## src/design/dkit_pkg.sv

```systemverilog
// ----------------------------------------------------------------------------
// dkit_pkg
// Shared types, constants and helper functions for the decimal key index
// table: beat formats, command codes and radix power functions.
// ----------------------------------------------------------------------------
package dkit_pkg;

   localparam int KEY_W      = 14;
   localparam int ADDR_W     = 32;
   localparam int RANK_W     = 4;
   localparam int NODE_W     = 11;
   localparam int MAX_DIGITS = 6;

   localparam int KEY_DIGITS_DEF = 4;
   localparam int RADIX_DEF      = 10;

   localparam logic [NODE_W-1:0] NODE_MAX = '1;
   localparam logic [RANK_W-1:0] RANK_MAX = '1;

   localparam logic CMD_INSERT = 1'b0;
   localparam logic CMD_LOOKUP = 1'b1;

   typedef struct packed {
      logic              cmd;
      logic [KEY_W-1:0]  key;
      logic [ADDR_W-1:0] record_addr;
   } req_type;

   typedef struct packed {
      logic              found;
      logic [RANK_W-1:0] rank;
      logic [ADDR_W-1:0] addr_out;
      logic [NODE_W-1:0] node_count;
   } rsp_type;

   typedef struct packed {
      logic present_we;
      logic prefix_we;
      logic prefix_set;
      logic leaf_addr_we;
   } tbl_ctl_type;

   function automatic int unsigned radix_pow(input int unsigned r, input int unsigned n);
      int unsigned v;
      v = 1;
      for (int unsigned i = 0; i < MAX_DIGITS; i++) begin
         if (i < n) begin
            v = v * r;
         end
      end
      return v;
   endfunction

   // first slot of the prefixes of a given length
   function automatic int unsigned prefix_base(input int unsigned r, input int unsigned len);
      int unsigned v;
      int unsigned p;
      v = 0;
      p = 1;
      for (int unsigned i = 1; i < MAX_DIGITS; i++) begin
         if (i < len) begin
            p = p * r;
            v = v + p;
         end
      end
      return v;
   endfunction

endpackage

```

## src/design/dkit_divider.sv

```systemverilog
// ----------------------------------------------------------------------------
// dkit_divider
// Shared constant divider: quotient by reciprocal multiplication, remainder
// by multiply-back and subtract. Divides by key space or radix, registering
// quotient, then remainder, then done; results held until the next start.
// ----------------------------------------------------------------------------
module dkit_divider
   import dkit_pkg::*;
#(
   parameter int RADIX    = RADIX_DEF,
   parameter int KEYSPACE = int'(radix_pow(RADIX_DEF, KEY_DIGITS_DEF))
) (
   input  logic             clock,
   input  logic             reset,
   input  logic             start,
   input  logic             by_keyspace,
   input  logic [KEY_W-1:0] dividend,
   output logic             done,
   output logic [KEY_W-1:0] quotient,
   output logic [KEY_W-1:0] remainder
);

   localparam int MUL_W  = KEY_W + 2;
   localparam int PROD_W = KEY_W + MUL_W;
   localparam int SH_K   = KEY_W + $clog2(KEYSPACE);
   localparam int SH_R   = KEY_W + $clog2(RADIX);

   localparam logic [MUL_W-1:0] MUL_K =
      MUL_W'(((64'd1 << SH_K) + 64'(KEYSPACE) - 64'd1) / 64'(KEYSPACE));
   localparam logic [MUL_W-1:0] MUL_R =
      MUL_W'(((64'd1 << SH_R) + 64'(RADIX) - 64'd1) / 64'(RADIX));
   localparam logic [KEY_W-1:0] DLO_K = KEY_W'(KEYSPACE);
   localparam logic [KEY_W-1:0] DLO_R = KEY_W'(RADIX);

   logic [KEY_W-1:0]   x_ff;
   logic               sel_ff;
   logic               calc_ff;
   logic               fix_ff;
   logic               done_ff;
   logic [KEY_W-1:0]   quo_ff, quo_in;
   logic [KEY_W-1:0]   rem_ff, rem_in;
   logic [MUL_W-1:0]   mul_c;
   logic [KEY_W-1:0]   dlo;
   logic [PROD_W-1:0]  prod;
   logic [2*KEY_W-1:0] back;

   always_comb begin
      mul_c  = sel_ff ? MUL_K : MUL_R;
      dlo    = sel_ff ? DLO_K : DLO_R;
      prod   = x_ff * mul_c;
      quo_in = sel_ff ? KEY_W'(prod >> SH_K) : KEY_W'(prod >> SH_R);
      back   = quo_ff * dlo;
      rem_in = x_ff - back[KEY_W-1:0];
   end

   always_ff @(posedge clock) begin
      if (reset) begin
         calc_ff <= 1'b0;
         fix_ff  <= 1'b0;
         done_ff <= 1'b0;
      end else begin
         calc_ff <= start;
         fix_ff  <= calc_ff;
         done_ff <= fix_ff;
      end
   end

   always_ff @(posedge clock) begin
      if (start) begin
         x_ff   <= dividend;
         sel_ff <= by_keyspace;
      end
      if (calc_ff) begin
         quo_ff <= quo_in;
      end
      if (fix_ff) begin
         rem_ff <= rem_in;
      end
   end

   assign done      = done_ff;
   assign quotient  = quo_ff;
   assign remainder = rem_ff;

endmodule

```

## config.mk

```make
export PLATFORM = sky130hd
export DESIGN_NAME = dkit_divider
export DESIGN_NICKNAME = d
export VERILOG_FILES = /design/src/design/dkit_pkg.sv /design/src/design/dkit_divider.sv
export SDC_FILE = /design/constraint.sdc
export NUM_CORES = 1
export LEC_CHECK = 0
export ABC_AREA = 1
export BUFFER_PORTS_ARGS = -buffer_cell sky130_fd_sc_hd__buf_2
export CORE_AREA = 2 2 129 131
export CTS_CLUSTER_DIAMETER = 120
export DETAILED_ROUTE_END_ITERATION = 10
export DIE_AREA = 0 0 131 133
export PLACE_DENSITY_LB_ADDON = 0.08
export SLEW_MARGIN = 20
export SYNTH_ARGS = -nofsm -noshare
export SYNTH_HDL_FRONTEND = slang
export SYNTH_SLANG_ARGS = --single-unit
```

## constraint.sdc

```tcl
create_clock -name clock -period 11.25 [get_ports clock]
set_input_delay 2.25 -clock clock [delete_from_list [all_inputs] [get_ports clock]]
set_output_delay 2.25 -clock clock [all_outputs]
set_load 0.02 [all_outputs]
```

==> key figures, run 1 <==
Status
  – Result of the run: complete, no violations

Setup path
  – Startpoint kind of the worst setup timing path: flip-flop
  – Crit path capture type: flip-flop
  – Critical Path AT: 6.10 ns
  – Type of the worst setup path: reg -> reg
  – Highest-delay cell along the critical path: sky130_fd_sc_hd__fa_1
  – Kind of cell adding the most delay to the critical path: adder cells
  – Required arrival time at the worst endpoint: 11.28 ns
  – Count of buffer and inverter cells on the critical path: 8
  – Critical-path maximum fanout: 58
  – Max incr delay on CP: 0.53 ns
  – Most frequent cell on the critical path: sky130_fd_sc_hd__inv_1

Drt
  – Routed len/inst: 15.8 um
  – Drt initial violations: 259
  – Number of optimization iterations in the first detailed-route pass: 5
  – Final antenna-violating net count: 0
  – Wire length reported by the detailed router: 22100 um
  – Remaining routing DRC violations: 0
  – Number of vias in the routed layout: 7101
  – Mean number of vias per cell: 5.05

STA
  – Post-layout min period: 6.07 ns
  – Final setup viols: 0
  – Count of final max-slew check failures: 0
  – Worst slew margin: 51.0%
  – RSZ-0062 raised after global routing: no
  – Timing-limited maximum frequency: 165 MHz
  – Hold violation total from the final report: 0
  – Period utilization: 53.9%
  – Setup Skew: 0.0142 ns
  – Post-Route Setup TNS: 0 ns
  – Transition time of the tightest slew-check pin: 0.735 ns

Yosys
  – Cell Area, Synth: 0.00947 mm2
  – Yosys Warn Count: 0
  – Yosys top cell area share: 27.1%
  – Flop and latch count out of synthesis: 43
  – Most instantiated flip-flop cell in the synthesis netlist: sky130_fd_sc_hd__edfxtp_1
  – Most frequent cell after synthesis: sky130_fd_sc_hd__inv_1
  – Synth unique cells: 34
  – Post-Syn Area per Cell: 8.38 um2
  – Cell type with the largest total area after synthesis: sky130_fd_sc_hd__fa_1
  – Gate count after technology mapping: 1130
  – Top post-synthesis cells by count: sky130_fd_sc_hd__inv_1 (301), sky130_fd_sc_hd__nand2_1 (183), sky130_fd_sc_hd__ha_1 (181)
  – Async S/R FF share, synth: 0%
  – Sequential-to-total area share from yosys stat: 13.3%
  – Number of flops mapped to enable cells by yosys: 40
  – Top cells by area, synth: sky130_fd_sc_hd__fa_1 (27%), sky130_fd_sc_hd__ha_1 (24%), sky130_fd_sc_hd__edfxtp_1 (13%)

Floorplanning
  – Top-level port count: 47
  – Number of core rows: 47
  – DIE HEIGHT: 133 um
  – Die width: 131 um
  – Total Die Area: 0.0174 mm2
  – Core Region: 0.0162 mm2
  – Initial core utilization: 58.5%

Place
  – HPWL after detailed placement: 19600 um
  – Count of buffers from port buffering: 43
  – Final Wtd Congestion: 0.949

CTS
  – Clock latency reported for the late side of the worst-skew pair: 0.31 ns
  – Clock root cell: sky130_fd_sc_hd__clkbuf_16
  – H-tree Lvls: 2
  – Post-CTS Hold Fix Bufs: 0
  – CTS tree: done
  – Max Root-Sink Buffers: 2
  – Setup bufs post-CTS: 0
  – Clock sinks: 43
  – Total clock buffers created by CTS: 5
  – Clock slew at the register clock pins of the worst setup and hold paths: 0.07 ns
  – Post-cts resize count: 0

Layout
  – Area grow syn2layout: 7.18%
  – Fraction of final layout cells with drive strength greater than 1: 6.08%
  – Ant. Diodes: 0
  – # nets final: 1511
  – Final core area utilization: 62.7%

Global route
  – GR Util All Layers: 27.8%
  – Antenna violations before repair: 0
  – Number of global-route vias before repair: 7343
  – Wire length of the first global-routing pass: 36700 um
  – Met1 Resource Use GR: 37.7%
  – Gr ovfl total: 0
  – Met3 layer usage reported by global route: 3.07%
  – Met2 Usage GRT: 47.1%
  – Most used routing layer: met2
  – Maximum number of pins on one net before global-route repair: 59

Run
  – Maximum Capacitance Violations: 0

Hold path
  – Class of the most critical hold timing path: reg -> reg
area by class of cell:
class | instances | area [um2]
Tap cell | 220 | 275
Multi-Input combinational cell | 789 | 7060
Clock buffer | 5 | 125
Timing Repair Buffer | 44 | 223
Clock inverter | 3 | 67.6
Fill cell | 1488 | 6030
Sequential cell | 43 | 1260
Inverter | 301 | 1130
layer usage:
layer / routed length (um) / part of all wire [%] / vias up
met1: 9860 / 45 / 3375
li1: - / - / 3561
met3: 864 / 3.9 / 25
met2: 11000 / 49 / 140
met5: 0 / 0 / -
met4: 456 / 2.1 / 0
worst paths after layout:
check / endpoint / start / cells past startpoint / slack, ns
worst max-delay path: quotient[10] / sel_ff / 28 / 5.18
worst min-delay path: done / fix_ff / 2 / 0.74
worst max register to register: quotient[10] / sel_ff / 28 / 5.18
worst min register to register: done / fix_ff / 2 / 0.74
state kept, by name, indices dropped and copies added (netlist names):
signal,count
calc_ff,1
done,1
fix_ff,1
quotient,11
remainder,14
sel_ff,1
x_ff,14
metrics by stage:
step | area [um2] | cells | hold WS (ns) | setup WS, ns
after global placement | 9950 | 1397 | 0.734 | 5.32
final | 10100 | 1405 | 0.742 | 5.18
after floorplan | 9530 | 1146 | 0.571 | 5.78
after global routing | 10100 | 1405 | 0.798 | 4.64
after CTS | 10100 | 1405 | 0.754 | 5.22
after detailed placement | 9950 | 1397 | 0.745 | 5.27
layout by cell type, fill, tap and decap left out, drive strengths merged, types with 6 or more instances in the layout:
master  count
xnor2      12
or2        13
o21ai      29
inv       301
nand4       6
fa        128
a21oi      39
a21o        7
nor3        9
buf        44
conb       18
nand2     185
xor2       16
ha        181
nor2       98
nand3      31
edfxtp     40
worst register-to-register path: cells and delay by family (launching register included):
family | cells | cell delay [ns]
adder cells (fa/ha/maj) | 7 | 2.69
AND/OR/NAND/NOR | 11 | 1.59
buffers and inverters | 8 | 0.92
flip-flops | 1 | 0.33
AO/OA/AOI/OAI | 2 | 0.28
cells by family (layout without fill, tap and decap cells):
group,Yosys count,after routing,synth area share (%)
XOR/XNOR,28,28,2.67
flip-flops,43,43,13.3
adder cells (fa/ha/maj),309,309,51.0
other,2,18,0.0793
AND/OR/NAND/NOR,347,347,15.1
buffers and inverters,314,353,12.7
AO/OA/AOI/OAI,87,87,5.18
Power of run 1 is left out: the tool's default activity adds up to more than one toggle a clock period on the data nets, which glitch-free logic cannot reach.
==> run 2, diff against run 1 <==
--- a/config.mk
+++ b/config.mk
@@ -7,10 +7,10 @@
 export LEC_CHECK = 0
 export ABC_AREA = 1
 export BUFFER_PORTS_ARGS = -buffer_cell sky130_fd_sc_hd__buf_2
-export CORE_AREA = 2 2 129 131
+export CORE_AREA = 2 2 131 133
 export CTS_CLUSTER_DIAMETER = 120
 export DETAILED_ROUTE_END_ITERATION = 10
-export DIE_AREA = 0 0 131 133
+export DIE_AREA = 0 0 133 135
 export PLACE_DENSITY_LB_ADDON = 0.08
 export SLEW_MARGIN = 20
 export SYNTH_ARGS = -nofsm -noshare
==> constraint.sdc (replaced) <==
create_clock -name clock -period 5.2 [get_ports clock]
set_input_delay 1.04 -clock clock [delete_from_list [all_inputs] [get_ports clock]]
set_output_delay 1.04 -clock clock [all_outputs]
set_load 0.02 [all_outputs]
==> key figures, run 2 (same netlist as run 1, synthesis figures left out) <==
CTS
  – Clock root cell: sky130_fd_sc_hd__clkbuf_16 (unchanged)
  – H-tree Lvls: 2 (unchanged)
  – CTS tree: done (unchanged)
  – Clock latency reported for the late side of the worst-skew pair: 0.31 ns (about the same)
  – Total clock buffers created by CTS: 5 (unchanged)
  – Clock sinks: 43 (unchanged)
  – Max Root-Sink Buffers: 2 (unchanged)
  – Clock slew at the register clock pins of the worst setup and hold paths: 0.07 ns (about the same)

STA
  – Post-Route Setup TNS: -1.80 ns (was 0 ns)
  – Setup Skew: 0.00967 ns (was 0.0142 ns)
  – Timing-limited maximum frequency: 182 MHz (was 165 MHz)
  – Transition time of the tightest slew-check pin: 0.844 ns (was 0.735 ns)
  – Post-layout min period: 5.49 ns (was 6.07 ns)
  – Final setup viols: 11 (was 0)
  – Period utilization: 106% (was 53.9%)
  – RSZ-0062 raised after global routing: yes (was no)
  – Hold violation total from the final report: 0 (unchanged)
  – Worst slew margin: 43.7% (was 51.0%)
  – Crit path setup slack, layout: -0.290 ns (was 5.18 ns)
  – Count of final max-slew check failures: 0 (unchanged)

Drt
  – Number of optimization iterations in the first detailed-route pass: 4 (was 5)
  – Number of vias in the routed layout: 7817 (was 7101)
  – Final antenna-violating net count: 0 (unchanged)
  – Mean number of vias per cell: 5.07 (was 5.05)
  – Wire length reported by the detailed router: 24800 um (was 22100 um)
  – Drt initial violations: 249 (was 259)
  – Remaining routing DRC violations: 0 (unchanged)
  – Routed len/inst: 16.1 um (was 15.8 um)

Place
  – Place WS: -0.406 ns (was 5.27 ns)
  – Final Wtd Congestion: 0.932 (was 0.949)
  – Count of buffers from port buffering: 43 (unchanged)
  – HPWL after detailed placement: 20300 um (was 19600 um)
  – Number of placed instances, taps included: 1509 (was 1397)

Layout
  – Area grow syn2layout: 28.2% (was 7.18%)
  – Ant. Diodes: 0 (unchanged)
  – Fraction of final layout cells with drive strength greater than 1: 29.3% (was 6.08%)
  – Final Non-Filler Cells: 1541 (was 1405)
  – # nets final: 1647 (was 1511)
  – Most common cell after layout, fill and taps aside: sky130_fd_sc_hd__inv_1 (unchanged)
  – Leading cell types in the layout, fill and taps excluded: sky130_fd_sc_hd__inv_1 (265), sky130_fd_sc_hd__ha_1 (158), sky130_fd_sc_hd__nand2_1 (145) (was sky130_fd_sc_hd__inv_1 (301), sky130_fd_sc_hd__nand2_1 (183), sky130_fd_sc_hd__ha_1 (181))

Floorplanning
  – Die width: 133 um (was 131 um)
  – Core Region: 0.0164 mm2 (was 0.0162 mm2)
  – Number of core rows: 47 (unchanged)
  – Top-level port count: 47 (unchanged)
  – Total Die Area: 0.0180 mm2 (was 0.0174 mm2)
  – Initial core utilization: 57.7% (was 58.5%)
  – DIE HEIGHT: 135 um (was 133 um)

Setup path
  – Critical Path AT: 5.55 ns (was 6.10 ns)
  – Critical-path maximum fanout: 7 (was 58)
  – Crit path capture type: flip-flop (unchanged)
  – Startpoint kind of the worst setup timing path: flip-flop (unchanged)
  – R2R depth: 21 (was 28)
  – Required arrival time at the worst endpoint: 5.26 ns (was 11.28 ns)
  – Type of the worst setup path: reg -> reg (unchanged)

Global route
  – Wire length of the first global-routing pass: 39800 um (was 36700 um)
  – GR Util All Layers: 28.6% (was 27.8%)
  – Number of global-route vias before repair: 8135 (was 7343)
  – Gr ovfl total: 0 (unchanged)
  – Maximum number of pins on one net before global-route repair: 23 (was 59)
  – Antenna violations before repair: 0 (unchanged)

Status
  – Violated checks: setup timing
  – Result of the run: complete, but fails checks (was complete, no violations)

Hold path
  – Number of instances on the worst hold path: 2 (unchanged)
  – Class of the most critical hold timing path: reg -> reg (unchanged)

Run
  – Maximum Capacitance Violations: 0 (unchanged)
==> run 2: changes by cell type in the layout (fill, tap and decap cells not counted), moves of 14 or more <==
cell / delta
sky130_fd_sc_hd__nand2_1: -38
sky130_fd_sc_hd__a21oi_1: -15
sky130_fd_sc_hd__inv_2: +34
sky130_fd_sc_hd__ha_4: +22
sky130_fd_sc_hd__nor2_2: +14
sky130_fd_sc_hd__nand2_2: +25
sky130_fd_sc_hd__buf_4: +119
sky130_fd_sc_hd__nor2_1: -33
sky130_fd_sc_hd__nor2_4: +19
sky130_fd_sc_hd__ha_1: -23
sky130_fd_sc_hd__inv_1: -36
==> run 2: path summary, 6_finish.rpt <==
check,startpoint,to,slack [ns]
worst max-delay path,sel_ff,quotient[6],-0.29
worst max register to register,sel_ff,quotient[6],-0.29
worst min register to register,fix_ff,done,0.75
worst min-delay path,fix_ff,done,0.75
==> run 2: area by class of cell <==
type	instances	area [um2]
clock buffers	5	125
clock inverters	3	23.8
fillers	1223	4270
inverters	301	1130
multi-input cells	789	7970
flip-flops and latches	43	1260
well taps	220	275
repair buffers	180	1350
==> run 2: worst max-delay path, cell delays in order (launching register included) <==
cell                       delay, ns
sky130_fd_sc_hd__edfxtp_1       0.44
sky130_fd_sc_hd__buf_8          0.19
sky130_fd_sc_hd__buf_12         0.14
sky130_fd_sc_hd__nand2_1        0.14
sky130_fd_sc_hd__fa_2           0.45
sky130_fd_sc_hd__fa_1           0.50
sky130_fd_sc_hd__inv_2          0.05
sky130_fd_sc_hd__fa_2           0.59
sky130_fd_sc_hd__fa_2           0.45
sky130_fd_sc_hd__fa_1           0.51
sky130_fd_sc_hd__fa_1           0.45
sky130_fd_sc_hd__ha_4           0.32
sky130_fd_sc_hd__buf_6          0.11
sky130_fd_sc_hd__nand2_8        0.06
sky130_fd_sc_hd__inv_2          0.09
sky130_fd_sc_hd__nand2_2        0.07
sky130_fd_sc_hd__o21bai_1       0.19
sky130_fd_sc_hd__nand2_1        0.09
sky130_fd_sc_hd__nand3_2        0.13
sky130_fd_sc_hd__nand2_1        0.08
sky130_fd_sc_hd__nand2_1        0.11
sky130_fd_sc_hd__nor2_2         0.07
==> run 2: timing repair <==
action                                  4_1_cts  5_1_grt
gates resized for setup                     145       93
endpoints found under the setup margin       12       12
hold buffers                                  0        0
cloned                                        1        0
pin swaps                                    80       74
buffers inserted                             20        8
==> run 2: per-layer routing <==
layer	GRT usage [%]	share of wire [%]	vias up
met2	49.7	50	212
met5	0	0	-
li1	-	-	3832
met3	4.62	5.6	51
met4	10.6	3.1	0
met1	36.1	41	3722
==> run 2: per-stage QoR <==
stage	hold slack, ns	area, um2	utilization [%]
finish	0.754	12100	74.0
global route	0.801	12100	74.0
CTS	0.754	11700	71.3
detailed placement	0.738	10900	66.4
global placement	0.733	10900	66.4
floorplan	0.571	9660	-
Power of run 2 is left out for the same reason.
==> run 3, diff against run 2 <==
--- a/config.mk
+++ b/config.mk
@@ -7,10 +7,10 @@
 export LEC_CHECK = 0
 export ABC_AREA = 1
 export BUFFER_PORTS_ARGS = -buffer_cell sky130_fd_sc_hd__buf_2
-export CORE_AREA = 2 2 131 133
+export CORE_AREA = 2 2 129 131
 export CTS_CLUSTER_DIAMETER = 120
 export DETAILED_ROUTE_END_ITERATION = 10
-export DIE_AREA = 0 0 133 135
+export DIE_AREA = 0 0 131 133
 export PLACE_DENSITY_LB_ADDON = 0.08
 export SLEW_MARGIN = 20
 export SYNTH_ARGS = -nofsm -noshare
==> constraint.sdc (replaced) <==
create_clock -name clock -period 6.95 [get_ports clock]
set_input_delay 1.39 -clock clock [delete_from_list [all_inputs] [get_ports clock]]
set_output_delay 1.39 -clock clock [all_outputs]
set_load 0.02 [all_outputs]
==> key figures, run 3 (same netlist as run 1, synthesis figures left out) <==
Setup path
  – Startpoint kind of the worst setup timing path: flip-flop (unchanged)
  – Required arrival time at the worst endpoint: 7.01 ns (was 5.26 ns)
  – Type of the worst setup path: reg -> reg (unchanged)
  – Crit path capture type: flip-flop (unchanged)
  – Critical-path maximum fanout: 9 (was 7)
  – Critical Path AT: 5.93 ns (was 5.55 ns)

STA
  – Period utilization: 84.6% (was 106%)
  – Worst slew margin: 51.9% (was 43.7%)
  – Setup Skew: 0.0103 ns (was 0.00967 ns)
  – RSZ-0062 raised after global routing: no (was yes)
  – Final setup viols: 0 (was 11)
  – Post-Route Setup TNS: 0 ns (was -1.80 ns)
  – Transition time of the tightest slew-check pin: 0.721 ns (was 0.844 ns)
  – Hold violation total from the final report: 0 (unchanged)
  – Post-layout min period: 5.88 ns (was 5.49 ns)
  – Timing-limited maximum frequency: 170 MHz (was 182 MHz)
  – Count of final max-slew check failures: 0 (unchanged)

Global route
  – Gr ovfl total: 0 (unchanged)
  – Wire length of the first global-routing pass: 34900 um (was 39800 um)
  – Met2 Usage GRT: 44.6% (was 49.7%)
  – Maximum number of pins on one net before global-route repair: 35 (was 23)
  – Met1 Resource Use GR: 35.1% (was 36.1%)
  – Met3 layer usage reported by global route: 4.12% (was 4.62%)
  – Most used routing layer: met2 (unchanged)
  – Number of global-route vias before repair: 7247 (was 8135)
  – Antenna violations before repair: 0 (unchanged)
  – GR Util All Layers: 26.3% (was 28.6%)

CTS
  – Post-cts resize count: 0 (was 145)
  – Post-CTS Hold Fix Bufs: 0 (unchanged)
  – Clock latency reported for the late side of the worst-skew pair: 0.30 ns (was 0.31 ns)
  – Clock root cell: sky130_fd_sc_hd__clkbuf_16 (unchanged)
  – Total clock buffers created by CTS: 5 (unchanged)
  – CTS tree: done (unchanged)
  – Max Root-Sink Buffers: 2 (unchanged)
  – Setup bufs post-CTS: 0 (was 20)
  – Clock slew at the register clock pins of the worst setup and hold paths: 0.07 ns (about the same)
  – H-tree Lvls: 2 (unchanged)
  – Clock sinks: 43 (unchanged)

Floorplanning
  – DIE HEIGHT: 133 um (was 135 um)
  – Top-level port count: 47 (unchanged)
  – Initial core utilization: 58.5% (was 57.7%)
  – Core Region: 0.0162 mm2 (was 0.0164 mm2)
  – Die width: 131 um (was 133 um)
  – Number of core rows: 47 (unchanged)
  – Total Die Area: 0.0174 mm2 (was 0.0180 mm2)

Layout
  – Area grow syn2layout: 7.34% (was 28.2%)
  – Ant. Diodes: 0 (unchanged)
  – # nets final: 1513 (was 1647)
  – Leading cell types in the layout, fill and taps excluded: sky130_fd_sc_hd__inv_1 (301), sky130_fd_sc_hd__nand2_1 (183), sky130_fd_sc_hd__ha_1 (181) (was sky130_fd_sc_hd__inv_1 (265), sky130_fd_sc_hd__ha_1 (158), sky130_fd_sc_hd__nand2_1 (145))
  – Most common cell after layout, fill and taps aside: sky130_fd_sc_hd__inv_1 (unchanged)
  – Fraction of final layout cells with drive strength greater than 1: 6.23% (was 29.3%)

Drt
  – Mean number of vias per cell: 5.01 (was 5.07)
  – Routed len/inst: 15.0 um (was 16.1 um)
  – Drt initial violations: 252 (was 249)
  – Remaining routing DRC violations: 0 (unchanged)
  – Number of optimization iterations in the first detailed-route pass: 5 (was 4)
  – Final antenna-violating net count: 0 (unchanged)
  – Wire length reported by the detailed router: 21100 um (was 24800 um)
  – Number of vias in the routed layout: 7048 (was 7817)

Status
  – Result of the run: complete, no violations (was complete, but fails checks)

Place
  – Count of buffers from port buffering: 43 (unchanged)
  – HPWL after detailed placement: 19000 um (was 20300 um)
  – Final Wtd Congestion: 0.934 (was 0.932)

Run
  – Maximum Capacitance Violations: 0 (unchanged)

Hold path
  – Class of the most critical hold timing path: reg -> reg (unchanged)
run 3: cell count changes in the layout (fill, tap and decap cells not counted), moves of 15 or more:
cell	change
sky130_fd_sc_hd__inv_2	-34
sky130_fd_sc_hd__nor2_1	+33
sky130_fd_sc_hd__ha_1	+23
sky130_fd_sc_hd__buf_4	-117
sky130_fd_sc_hd__nand2_1	+38
sky130_fd_sc_hd__inv_1	+36
sky130_fd_sc_hd__ha_4	-22
sky130_fd_sc_hd__nor2_4	-19
sky130_fd_sc_hd__a21oi_1	+15
sky130_fd_sc_hd__nand2_2	-25
run 3: layout make-up:
class,count,area (um2)
repair buffers,46,238
inverters,301,1130
well taps,220,275
clock buffers,5,125
multi-input cells,789,7060
flip-flops and latches,43,1260
fillers,1473,6010
clock inverters,3,67.6
run 3: per-stage QoR:
step	area [um2]	utilization (%)	setup slack, ns	hold slack, ns	cells
global placement	9970	61.6	1.18	0.727	1399
CTS	10200	62.8	1.03	0.746	1407
floorplan	9530	-	1.48	0.571	1146
global route	10200	62.8	0.577	0.796	1407
detailed placement	9970	61.6	1.08	0.737	1399
finish	10200	62.8	1.07	0.725	1407
run 3: per-layer routing:
| metal | wire (um) | vias to the layer above |
|---|---|---|
| met4 | 456 | 0 |
| met3 | 1250 | 28 |
| met5 | 0 | - |
| met2 | 10300 | 179 |
| met1 | 9100 | 3285 |
| li1 | - | 3556 |
run 3: path summary, 6_finish.rpt:
check | from | end | slack (ns) | cells after the start
max | x_ff[3] | quotient[0] | 1.07 | 27
min | fix_ff | done | 0.72 | 2
min reg2reg | fix_ff | done | 0.72 | 2
max reg2reg | x_ff[3] | quotient[0] | 1.07 | 27
run 3: worst max-delay path: stages (launching register included):
cell and delay, ns:
sky130_fd_sc_hd__edfxtp_1 0.54, sky130_fd_sc_hd__inv_1 0.23, sky130_fd_sc_hd__nor2_1 0.29, sky130_fd_sc_hd__inv_1 0.07, sky130_fd_sc_hd__nand2_1 0.10, sky130_fd_sc_hd__inv_1 0.07, sky130_fd_sc_hd__o21ai_0 0.08, sky130_fd_sc_hd__inv_1 0.06
sky130_fd_sc_hd__ha_1 0.18, sky130_fd_sc_hd__or2_2 0.29, sky130_fd_sc_hd__inv_1 0.09, sky130_fd_sc_hd__fa_1 0.17, sky130_fd_sc_hd__inv_1 0.06, sky130_fd_sc_hd__fa_1 0.53, sky130_fd_sc_hd__inv_1 0.05, sky130_fd_sc_hd__fa_1 0.54
sky130_fd_sc_hd__inv_1 0.05, sky130_fd_sc_hd__fa_1 0.47, sky130_fd_sc_hd__fa_1 0.48, sky130_fd_sc_hd__ha_1 0.32, sky130_fd_sc_hd__a21oi_1 0.22, sky130_fd_sc_hd__nor2_1 0.06, sky130_fd_sc_hd__nor2_1 0.17, sky130_fd_sc_hd__nand3_1 0.14
sky130_fd_sc_hd__nand3_1 0.11, sky130_fd_sc_hd__nand3_1 0.09, sky130_fd_sc_hd__nand3_1 0.10, sky130_fd_sc_hd__nand2_1 0.05
Power of run 3 is left out for the same reason.
